**src/rtl/core/hsvrgb_pkg.sv**
```systemverilog
`timescale 1ns / 1ps

package hsvrgb_pkg;

  // Hue sectors, 60 degrees each
  typedef enum logic [2:0] {
    SEC_RED_YEL = 3'd0,
    SEC_YEL_GRN = 3'd1,
    SEC_GRN_CYN = 3'd2,
    SEC_CYN_BLU = 3'd3,
    SEC_BLU_MAG = 3'd4,
    SEC_MAG_RED = 3'd5
  } sector_t;

  localparam int SECTOR_DEG  = 60;
  localparam int NUM_SECTORS = 6;
  // floor(hue * HUE_RECIP / 2^16) == hue / 60 for every 9-bit hue
  localparam int HUE_RECIP   = 1093;
  localparam int HUE_SHIFT   = 16;

  localparam int FULL        = 255;
  localparam int HALF_P      = 127;       // round-half-up bias for /255
  localparam int P_RECIP     = 257;       // y*257 >> 16 is floor(y/255) or one less
  localparam int P_SHIFT     = 16;

  localparam int DEN_Q       = 15300;     // 60 * 255
  localparam int HALF_Q      = 7650;
  localparam int Q_RECIP     = 280716;    // floor(2^32 / 15300)
  localparam int Q_SHIFT     = 32;

  // After stage 1: sector and remainder
  typedef struct packed {
    sector_t    sector;
    logic [5:0] rem;
    logic [7:0] sat;
    logic [7:0] val;
    logic [7:0] alpha;
  } sect_t;

  // After stage 2: raw products
  typedef struct packed {
    sector_t     sector;
    logic [7:0]  val;
    logic [7:0]  alpha;
    logic [13:0] sr;        // s*r
    logic [13:0] st;        // s*(60-r)
    logic [15:0] pn;        // v*(255-s)
  } mid_t;

  // After stage 3: biased numerators
  typedef struct packed {
    sector_t     sector;
    logic [7:0]  val;
    logic [7:0]  alpha;
    logic [21:0] mq;
    logic [21:0] mt;
    logic [15:0] mp;
  } prod_t;

  function automatic logic [7:0] clamp8(input logic [8:0] x);
    logic [7:0] res;
    res = (x > 9'(FULL)) ? 8'(FULL) : x[7:0];
    return res;
  endfunction

endpackage

```
**src/rtl/core/hsv_to_rgb_pixel_top.sv**
```systemverilog
`timescale 1ns / 1ps

// Channel  Handshake            Payload
// -------  -------------------  ---------------------------------------
// input    in_valid / in_stall  hue, saturation, brightness, alpha_in
// output   out_valid / out_stall color_out (ARGB, alpha in 31:24)
//
// Five register stages: sector split, products, scale and bias,
// reciprocal estimate, correct and pack. One pixel per clock while in_stall is low.
// rst is synchronous and clears only the stage valid bits.
// A stall holds a full stage; bubbles ahead of it still close up, so
// in_stall rises only when all five stages hold a pixel.

module hsv_to_rgb_pixel_top (
  input  logic        clk,
  input  logic        rst,
  input  logic        in_valid,
  output logic        in_stall,
  input  logic [8:0]  hue,
  input  logic [7:0]  saturation,
  input  logic [7:0]  brightness,
  input  logic [7:0]  alpha_in,
  output logic        out_valid,
  input  logic        out_stall,
  output logic [31:0] color_out
);
  import hsvrgb_pkg::*;

  logic  in_ready;
  logic  sect_valid;
  logic  sect_ready;
  sect_t sect_data;
  logic  prod_valid;
  logic  prod_ready;
  prod_t prod_data;

  assign in_stall = !in_ready;

  hsvrgb_sector u_sector (
    .clk        (clk),
    .rst        (rst),
    .in_valid   (in_valid),
    .in_ready   (in_ready),
    .hue        (hue),
    .saturation (saturation),
    .brightness (brightness),
    .alpha_in   (alpha_in),
    .out_valid  (sect_valid),
    .out_ready  (sect_ready),
    .out_data   (sect_data)
  );

  hsvrgb_prod u_prod (
    .clk       (clk),
    .rst       (rst),
    .in_valid  (sect_valid),
    .in_ready  (sect_ready),
    .in_data   (sect_data),
    .out_valid (prod_valid),
    .out_ready (prod_ready),
    .out_data  (prod_data)
  );

  hsvrgb_div u_div (
    .clk       (clk),
    .rst       (rst),
    .in_valid  (prod_valid),
    .in_ready  (prod_ready),
    .in_data   (prod_data),
    .out_valid (out_valid),
    .out_ready (!out_stall),
    .color_out (color_out)
  );

endmodule

```
**src/rtl/core/hsvrgb_sector.sv**
```systemverilog
`timescale 1ns / 1ps

module hsvrgb_sector (
  input  logic                clk,
  input  logic                rst,
  input  logic                in_valid,
  output logic                in_ready,
  input  logic [8:0]          hue,
  input  logic [7:0]          saturation,
  input  logic [7:0]          brightness,
  input  logic [7:0]          alpha_in,
  output logic                out_valid,
  input  logic                out_ready,
  output hsvrgb_pkg::sect_t   out_data
);
  import hsvrgb_pkg::*;

  logic [19:0] hue_scaled;
  logic [3:0]  hue_quot;
  logic [5:0]  hue_rem;
  logic [2:0]  sec;
  sect_t       data_next;

  // reciprocal multiply; exact over the whole 9-bit range
  assign hue_scaled = 20'(hue) * 20'(HUE_RECIP);
  assign hue_quot   = hue_scaled[HUE_SHIFT +: 4];
  assign hue_rem    = 6'(hue - 9'(hue_quot) * 9'(SECTOR_DEG));
  // hues past 359 wrap into the first sectors
  assign sec        = (hue_quot >= 4'(NUM_SECTORS)) ? 3'(hue_quot - 4'(NUM_SECTORS))
                                                     : hue_quot[2:0];

  always_comb begin
    data_next.sector = sector_t'(sec);
    data_next.rem    = hue_rem;
    data_next.sat    = saturation;
    data_next.val    = brightness;
    data_next.alpha  = alpha_in;
  end

  assign in_ready = !out_valid || out_ready;

  always_ff @(posedge clk) begin
    if (rst) begin
      out_valid <= 1'b0;
    end else if (in_ready) begin
      out_valid <= in_valid;
    end
  end

  always_ff @(posedge clk) begin
    if (in_ready && in_valid) begin
      out_data <= data_next;
    end
  end

endmodule

```
**src/rtl/core/hsvrgb_prod.sv**
```systemverilog
`timescale 1ns / 1ps

module hsvrgb_prod (
  input  logic                clk,
  input  logic                rst,
  input  logic                in_valid,
  output logic                in_ready,
  input  hsvrgb_pkg::sect_t   in_data,
  output logic                out_valid,
  input  logic                out_ready,
  output hsvrgb_pkg::prod_t   out_data
);
  import hsvrgb_pkg::*;

  logic  mid_valid;
  logic  mid_ready;
  mid_t  mid;
  mid_t  mid_next;
  prod_t data_next;
  logic [5:0] rem_comp;

  // stage 2: the three products
  assign rem_comp = 6'(SECTOR_DEG) - in_data.rem;

  always_comb begin
    mid_next.sector = in_data.sector;
    mid_next.val    = in_data.val;
    mid_next.alpha  = in_data.alpha;
    mid_next.sr     = 14'(in_data.sat) * 14'(in_data.rem);
    mid_next.st     = 14'(in_data.sat) * 14'(rem_comp);
    mid_next.pn     = 16'(in_data.val) * 16'(8'(FULL) - in_data.sat);
  end

  assign in_ready = !mid_valid || mid_ready;

  always_ff @(posedge clk) begin
    if (rst) begin
      mid_valid <= 1'b0;
    end else if (in_ready) begin
      mid_valid <= in_valid;
    end
  end

  always_ff @(posedge clk) begin
    if (in_ready && in_valid) begin
      mid <= mid_next;
    end
  end

  // stage 3: scale by v and add the rounding bias
  always_comb begin
    data_next.sector = mid.sector;
    data_next.val    = mid.val;
    data_next.alpha  = mid.alpha;
    data_next.mq     = 22'(mid.val) * 22'(14'(DEN_Q) - mid.sr) + 22'(HALF_Q);
    data_next.mt     = 22'(mid.val) * 22'(14'(DEN_Q) - mid.st) + 22'(HALF_Q);
    data_next.mp     = mid.pn + 16'(HALF_P);
  end

  assign mid_ready = !out_valid || out_ready;

  always_ff @(posedge clk) begin
    if (rst) begin
      out_valid <= 1'b0;
    end else if (mid_ready) begin
      out_valid <= mid_valid;
    end
  end

  always_ff @(posedge clk) begin
    if (mid_ready && mid_valid) begin
      out_data <= data_next;
    end
  end

endmodule

```
**src/rtl/core/hsvrgb_div.sv**
```systemverilog
`timescale 1ns / 1ps

module hsvrgb_div (
  input  logic                clk,
  input  logic                rst,
  input  logic                in_valid,
  output logic                in_ready,
  input  hsvrgb_pkg::prod_t   in_data,
  output logic                out_valid,
  input  logic                out_ready,
  output logic [31:0]         color_out
);
  import hsvrgb_pkg::*;

  localparam int QW = 22 + 19;
  localparam int PW = 16 + 9;

  logic        est_valid;
  logic        est_ready;
  prod_t       est_data;
  logic [7:0]  q_est;
  logic [7:0]  t_est;
  logic [7:0]  p_est;
  logic [QW-1:0] q_prod;
  logic [QW-1:0] t_prod;
  logic [PW-1:0] p_prod;

  logic [21:0] q_left;
  logic [21:0] t_left;
  logic [15:0] p_left;
  logic [7:0]  q_ch;
  logic [7:0]  t_ch;
  logic [7:0]  p_ch;
  logic [7:0]  red;
  logic [7:0]  green;
  logic [7:0]  blue;
  logic [31:0] color_next;

  // stage 4: reciprocal estimates, each exact or one low
  assign q_prod = QW'(in_data.mq) * QW'(Q_RECIP);
  assign t_prod = QW'(in_data.mt) * QW'(Q_RECIP);
  assign p_prod = PW'(in_data.mp) * PW'(P_RECIP);

  assign in_ready = !est_valid || est_ready;

  always_ff @(posedge clk) begin
    if (rst) begin
      est_valid <= 1'b0;
    end else if (in_ready) begin
      est_valid <= in_valid;
    end
  end

  always_ff @(posedge clk) begin
    if (in_ready && in_valid) begin
      est_data <= in_data;
      q_est    <= q_prod[Q_SHIFT +: 8];
      t_est    <= t_prod[Q_SHIFT +: 8];
      p_est    <= p_prod[P_SHIFT +: 8];
    end
  end

  // stage 5: one correction step, channel order, pack
  assign q_left = est_data.mq - 22'(q_est) * 22'(DEN_Q);
  assign t_left = est_data.mt - 22'(t_est) * 22'(DEN_Q);
  assign p_left = est_data.mp - 16'(p_est) * 16'(FULL);

  assign q_ch = clamp8(9'(q_est) + 9'(q_left >= 22'(DEN_Q)));
  assign t_ch = clamp8(9'(t_est) + 9'(t_left >= 22'(DEN_Q)));
  assign p_ch = clamp8(9'(p_est) + 9'(p_left >= 16'(FULL)));

  always_comb begin
    case (est_data.sector)
      SEC_RED_YEL: begin red = est_data.val; green = t_ch;         blue = p_ch;         end
      SEC_YEL_GRN: begin red = q_ch;         green = est_data.val; blue = p_ch;         end
      SEC_GRN_CYN: begin red = p_ch;         green = est_data.val; blue = t_ch;         end
      SEC_CYN_BLU: begin red = p_ch;         green = q_ch;         blue = est_data.val; end
      SEC_BLU_MAG: begin red = t_ch;         green = p_ch;         blue = est_data.val; end
      default:     begin red = est_data.val; green = p_ch;         blue = q_ch;         end
    endcase
  end

  assign color_next = {est_data.alpha, red, green, blue};

  assign est_ready = !out_valid || out_ready;

  always_ff @(posedge clk) begin
    if (rst) begin
      out_valid <= 1'b0;
    end else if (est_ready) begin
      out_valid <= est_valid;
    end
  end

  always_ff @(posedge clk) begin
    if (est_ready && est_valid) begin
      color_out <= color_next;
    end
  end

endmodule

```
**config.mk**
```make
export PLATFORM = sky130hd
export DESIGN_NAME = hsv_to_rgb_pixel_top
export DESIGN_NICKNAME = d
export VERILOG_FILES = /design/src/rtl/core/hsvrgb_pkg.sv /design/src/rtl/core/hsv_to_rgb_pixel_top.sv /design/src/rtl/core/hsvrgb_sector.sv /design/src/rtl/core/hsvrgb_prod.sv /design/src/rtl/core/hsvrgb_div.sv
export SDC_FILE = /design/constraint.sdc
export NUM_CORES = 2
export LEC_CHECK = 0
export BUFFER_PORTS_ARGS = -buffer_cell sky130_fd_sc_hd__buf_4
export CORE_UTILIZATION = 30
export CTS_BUF_LIST = sky130_fd_sc_hd__clkbuf_2
export DETAILED_ROUTE_END_ITERATION = 7
export GPL_ROUTABILITY_DRIVEN = 0
export SLEW_MARGIN = 25
export SYNTH_ARGS = -nofsm -noshare
export SYNTH_HDL_FRONTEND = slang
export SYNTH_SLANG_ARGS = --single-unit
```
**constraint.sdc**
```tcl
create_clock -name clk -period 7.3 [get_ports clk]
set_input_delay 0.365 -clock clk [delete_from_list [all_inputs] [get_ports clk]]
set_output_delay 0.365 -clock clk [all_outputs]
set_load 0.005 [all_outputs]
```
=== Word level (Yosys, flattened, before mapping) ===
Index checks and enable logic that the tools add are counted.

* Logic and storage cells: 100
* Output and inout bits: 34
* Flip-flop bits (word level): 315

* $lt $le $gt $ge: 7
* $mul: 13
* Multiplexer cells: 7
* $add $sub $neg: 15
* Reductions and logical operators: 22
* Equal/unequal tests: 4

{| class="wikitable"
|+ Operators with widths
! kind !! number
|-
| $mul A22 B17 Y38 const B || 2
|-
| $pmux W8 S3 || 3
|-
| $add A22 B13 Y22 const B || 2
|-
| $ge A22 B14 Y1 const B || 2
|-
| $mul A8 B22 Y22 || 2
|-
| $sub A22 B22 Y22 || 2
|-
| $mul A8 B12 Y20 const B || 2
|-
| $sub A14 B14 Y15 const A || 2
|-
| $mul A8 B6 Y14 || 2
|-
| $add A8 B1 Y9 || 3
|-
| $gt A9 B8 Y1 const B || 3
|-
| $mul A16 B9 Y24 const B || 1
|-
| $mux W8 || 3
|-
| $mul A9 B11 Y20 const B || 1
|-
| $add A16 B7 Y16 const B || 1
|-
| $ge A16 B8 Y1 const B || 1
|-
| $mul A8 B16 Y16 || 1
|-
| $mul A8 B8 Y16 const B || 1
|-
| $sub A16 B16 Y16 || 1
|-
| $sub A8 B8 Y9 const A || 1
|-
| $reduce_or A2 Y1 || 4
|-
| $logic_not A1 Y1 || 7
|-
| $eq A3 B2 Y1 const B || 2
|-
| $sub A6 B6 Y6 || 1
|-
| 10 further kinds || 18
|}

=== Logic depth before layout (Yosys ltp) ===
* Word-level depth: 7
* Mapped depth: 35

=== Cells and area by module ===
From an unflattened synthesis, not the netlist that was laid out.

* Cells, all modules: 4084
* Area, all modules: 41642.4 sq um

{| class="wikitable"
|+ By module, submodules not included
! module !! times used !! cells each !! area an instance (sq um)
|-
| hsvrgb_div || 1 || 2169 || 21391.8
|-
| hsvrgb_prod || 1 || 1752 || 18081.1
|-
| hsvrgb_sector || 1 || 161 || 2162.1
|-
| hsv_to_rgb_pixel_top || 1 || 2 || 7.5
|}

=== Worst setup path before layout ===
Ideal clock, no wire load.

* Path kind: register -> register
* Start point: reg u_div.q_est[2]
* End point: reg u_div.color_out[23] (data pin)
* Period minus slack after synthesis: 7.237 ns
* Required time: 7.027 ns
* Slack: 0.063 ns
* Stages on the path, launching flop included: 32
* Data arrival time: 6.965 ns
* Library setup time: 0.273 ns
* Cell sequence: edfxtp_1 -> ha_1 -> ha_1 -> fa_1 -> inv_1 -> fa_1 -> inv_1 -> ha_1 -> nor2b_1 -> o21ai_0 -> nand2_1 -> a21o_1 -> a21o_1 -> a21o_1 -> a21oi_1 -> xor2_1 -> ha_1 -> a21o_1 -> a21oi_1 -> nand2_1 -> o31ai_1 -> o21ai_0 -> xnor3_1 -> or4_1 -> ha_1 -> ha_1 -> nand4_1 -> nor2_1 -> nor3b_1 -> a21oi_1 -> a211oi_1 -> a31oi_1

* Cells in the longest elaborated chain, start to end: 7

{| class="wikitable"
|+ RTL lines
! element !! line !! source
|-
| start, declared || hsvrgb_div.sv:21 || <nowiki>logic [7:0] q_est;</nowiki>
|-
| start signal, assigned || hsvrgb_div.sv:57 || <nowiki>q_est <= q_prod[Q_SHIFT +: 8];</nowiki>
|-
| $mul A8 B12 Y20 || hsvrgb_div.sv:64 || <nowiki>assign q_left = est_data.mq - 22'(q_est) * 22'(DEN_Q);</nowiki>
|-
| $sub A22 B22 Y22 || hsvrgb_div.sv:64 ||
|-
| $ge A22 B14 Y1 || hsvrgb_div.sv:68 || <nowiki>assign q_ch = clamp8(9'(q_est) + 9'(q_left >= 22'(DEN_Q)));</nowiki>
|-
| $add A8 B1 Y9 * || hsvrgb_div.sv:68 ||
|-
| $gt A9 B8 Y1 || hsvrgb_pkg.sv:62 || <nowiki>res = (x > 9'(FULL)) ? 8'(FULL) : x[7:0];</nowiki>
|-
| $mux W8 * || hsvrgb_pkg.sv:62 ||
|-
| $pmux W8 S3 * || hsvrgb_div.sv:73 || <nowiki>case (est_data.sector)</nowiki>
|-
| via u_div.color_next[23] || hsvrgb_div.sv:37 || <nowiki>logic [31:0] color_next;</nowiki>
|-
| end signal, assigned || hsvrgb_div.sv:97 || <nowiki>color_out <= color_next;</nowiki>
|-
| end, declared || hsvrgb_div.sv:11 || <nowiki>output logic [31:0] color_out</nowiki>
|}

The timed path passes the listed nets; every way through them passes the cells marked *.
A chain may end at the register's enable or synchronous reset.

=== Worst setup path in the final report ===
* Start point: reg u_div.q_est[2]
* End point: reg u_div.color_out[22] (data pin)

Same word-level chain as after synthesis.

==> flow_summary.json <==
{
  "status": "completed",
  "wl_per_cell_um": 14.6,
  "die_x_um": 370,
  "start_util": 0.303,
  "cts_tree": "done",
  "synth_common_cells": "803 x inv_1, 689 x ha_1, 497 x fa_1",
  "rows": 134,
  "final_hold_viol_count": 0,
  "grt_pass1_wl_um": 148000,
  "end_kind": "flip-flop",
  "wl_met3_um": 2670,
  "num_vias": 27700,
  "syn2layout_area_growth_pct": 13.8,
  "via_per_inst": 4.55,
  "die_y_um": 370,
  "drt-total-wl_um": 88800,
  "core_um2": 134000,
  "drive_gt1_frac": 0.100,
  "dieArea_um2": 137000,
  "arrival_ns": 7.88,
  "tns_ns": 0,
  "synth-seq-cells": 309,
  "min_period_over_period": 0.960,
  "slew_viol_final": 0,
  "ys_seq_area_frac": 0.227,
  "drv_cap": 0,
  "h-tree-depth": 3,
  "async_flop_share": 0,
  "synth_edf_count": 304,
  "wl_met1_um": 40600,
  "worstPathRequired_ns": 8.17,
  "cp_slowest_cell": "fa_2",
  "cts_sinks": 309,
  "ios": 71,
  "grt_start_max_net_pins": 72,
  "crit_path_start_kind": "flip-flop",
  "relSlewSlack": 0.339,
  "period_minus_slack_ns": 7.01,
  "grt_pass1_vias": 29600,
  "finClkSkew_ns": 0.0876,
  "synth_nets": 5176,
  "dp_cells": 5859,
  "initialDrtViolationCount": 1225,
  "synth.distinct_cells": 78,
  "path_clk_slew_ns": 0.12,
  "syn_area_per_cell_um2": 10.3,
  "cp_slowest_stage_delay_ns": 0.65,
  "grt_util_all_layers": 0.133,
  "criticalPathCategory": "reg2reg",
  "io_buffers": 70,
  "post-route-util": 0.345,
  "nets": 5482,
  "finalNonFillerCells": 6093,
  "wl_met2_um": 43000,
  "cts_inserted_buffers": 87,
  "dp_hpwl_um": 72600,
  "cts.path.max_buffers": 3,
  "cp_max_fo": 3,
  "synthTopCellsByArea": "fa_1 24%, edfxtp_1 22%, ha_1 21%",
  "synthFlopType": "edfxtp_1",
  "setup_viol": 0,
  "ant_nets": 0,
  "worst_pin_slew_ns": 0.992,
  "synth_area_um2": 40600,
  "yosys_warnings": 0,
  "synthMostInstantiatedCell": "inv_1",
  "antenna_found_initial": 2,
  "dr.max_layer_used": "met4",
  "fmax_mhz": 143,
  "yosysTopAreaCellShare": 0.245,
  "synth_top_area_cell": "fa_1",
  "drt-pass1-iter-count": 6,
  "syn_inst": 3953,
  "overflow": 0,
  "drc": 0,
  "cts_root_buffer": "clkbuf_2",
  "hold_class": "in2reg",
  "worstSkewPairLatency_ns": 1.15
}
## path summary, 6_finish.rpt
check | slack (ns) | startpoint | cells past startpoint | endpoint
max | 0.29 | u_div.q_est[2]$_DFFE_PP_ | 28 | u_div.color_out[22]$_DFFE_PP_
min | 0.27 | hue[8] | 4 | u_sector.out_data[31]$_DFFE_PP_
max reg2reg | 0.29 | u_div.q_est[2]$_DFFE_PP_ | 28 | u_div.color_out[22]$_DFFE_PP_
min reg2reg | 0.42 | u_prod.data_next[67]$_DFFE_PP_ | 0 | u_prod.out_data[67]$_DFFE_PP_
## routing by layer
metal | track usage | up-vias
li1 | - | 13600
met1 | 0.170 | 13600
met2 | 0.231 | 387
met3 | 0.0174 | 127
met4 | 0.0420 | 0
met5 | 0 | -
## layout by cell type (no fill, tap or decap), types with 113 or more instances in the layout
master and n:
ha_1 673, edfxtp_1 304, a21oi_1 113, inv_1 800
and2_1 162, fa_1 494, xnor2_1 135, buf_4 203
nand2_1 309, nor2_1 130
## layout make-up
class                           instances  area [um^2]
Tap cell                             1768         2210
Sequential cell                       309         9230
Timing Repair Buffer                  276         2280
Clock inverter                         41          307
Fill cell                           13500        87700
Inverter                              804         3020
Antenna cell                            2         5.00
Multi-Input combinational cell       2781        28600
Clock buffer                          112          561
## metrics by stage
stage	hold WS (ns)	instance area [um^2]	worst slack [ns]
after detailed placement	0.405	44200	-0.319
final	0.265	46200	0.292
after floorplan	0.400	40600	0.0626
after global routing	0.198	46200	-0.112
after CTS	0.112	45800	0.0210
after global placement	0.401	44200	-0.213
## logic make-up after synthesis
group                      synth area share
and+or+nand+nor                       0.107
muxes                               0.00563
adders and majority gates             0.457
DFF                                   0.227
buffers and inverters                0.0797
xor gates and xnor gates             0.0464
AOI/OAI and AO/OA                    0.0773
## critical path: cells and delay by family (launching register included)
| family | cells | cell delay, ns |
|---|---|---|
| fa+ha+maj | 8 | 2.99 |
| buf+inv | 5 | 0.51 |
| mux | 3 | 0.58 |
| flops | 1 | 0.50 |
| xor+xnor | 2 | 0.27 |
| compound gates | 5 | 0.46 |
| simple gates | 5 | 1.47 |
## flip-flops by register name, summed over array words and instances, names as in the netlist
register / count
u_div.q_est: 8
u_prod.data_next: 19
u_div.color_next: 8
u_div.est_valid: 1
u_prod.out_valid: 1
u_div.color_out: 32
u_prod.mid: 43
u_div.p_est: 8
u_div.est_data: 67
u_prod.mid_valid: 1
u_prod.out_data: 78
u_sector.out_valid: 1
u_div.out_valid: 1
u_div.t_est: 8
u_sector.out_data: 33
## what timing repair did
action | CTS | global route
pin swaps | 7 | 56
hold buffers | 69 | 0
setup buffers | 2 | 8
setup endpoints to repair | 24 | 24
gates resized for setup | 11 | 75
endpoints found under the hold margin | 112 | 0
Power is left out: the tool's default activity adds up to more than one toggle a clock period on the data nets, which glitch-free logic cannot reach.
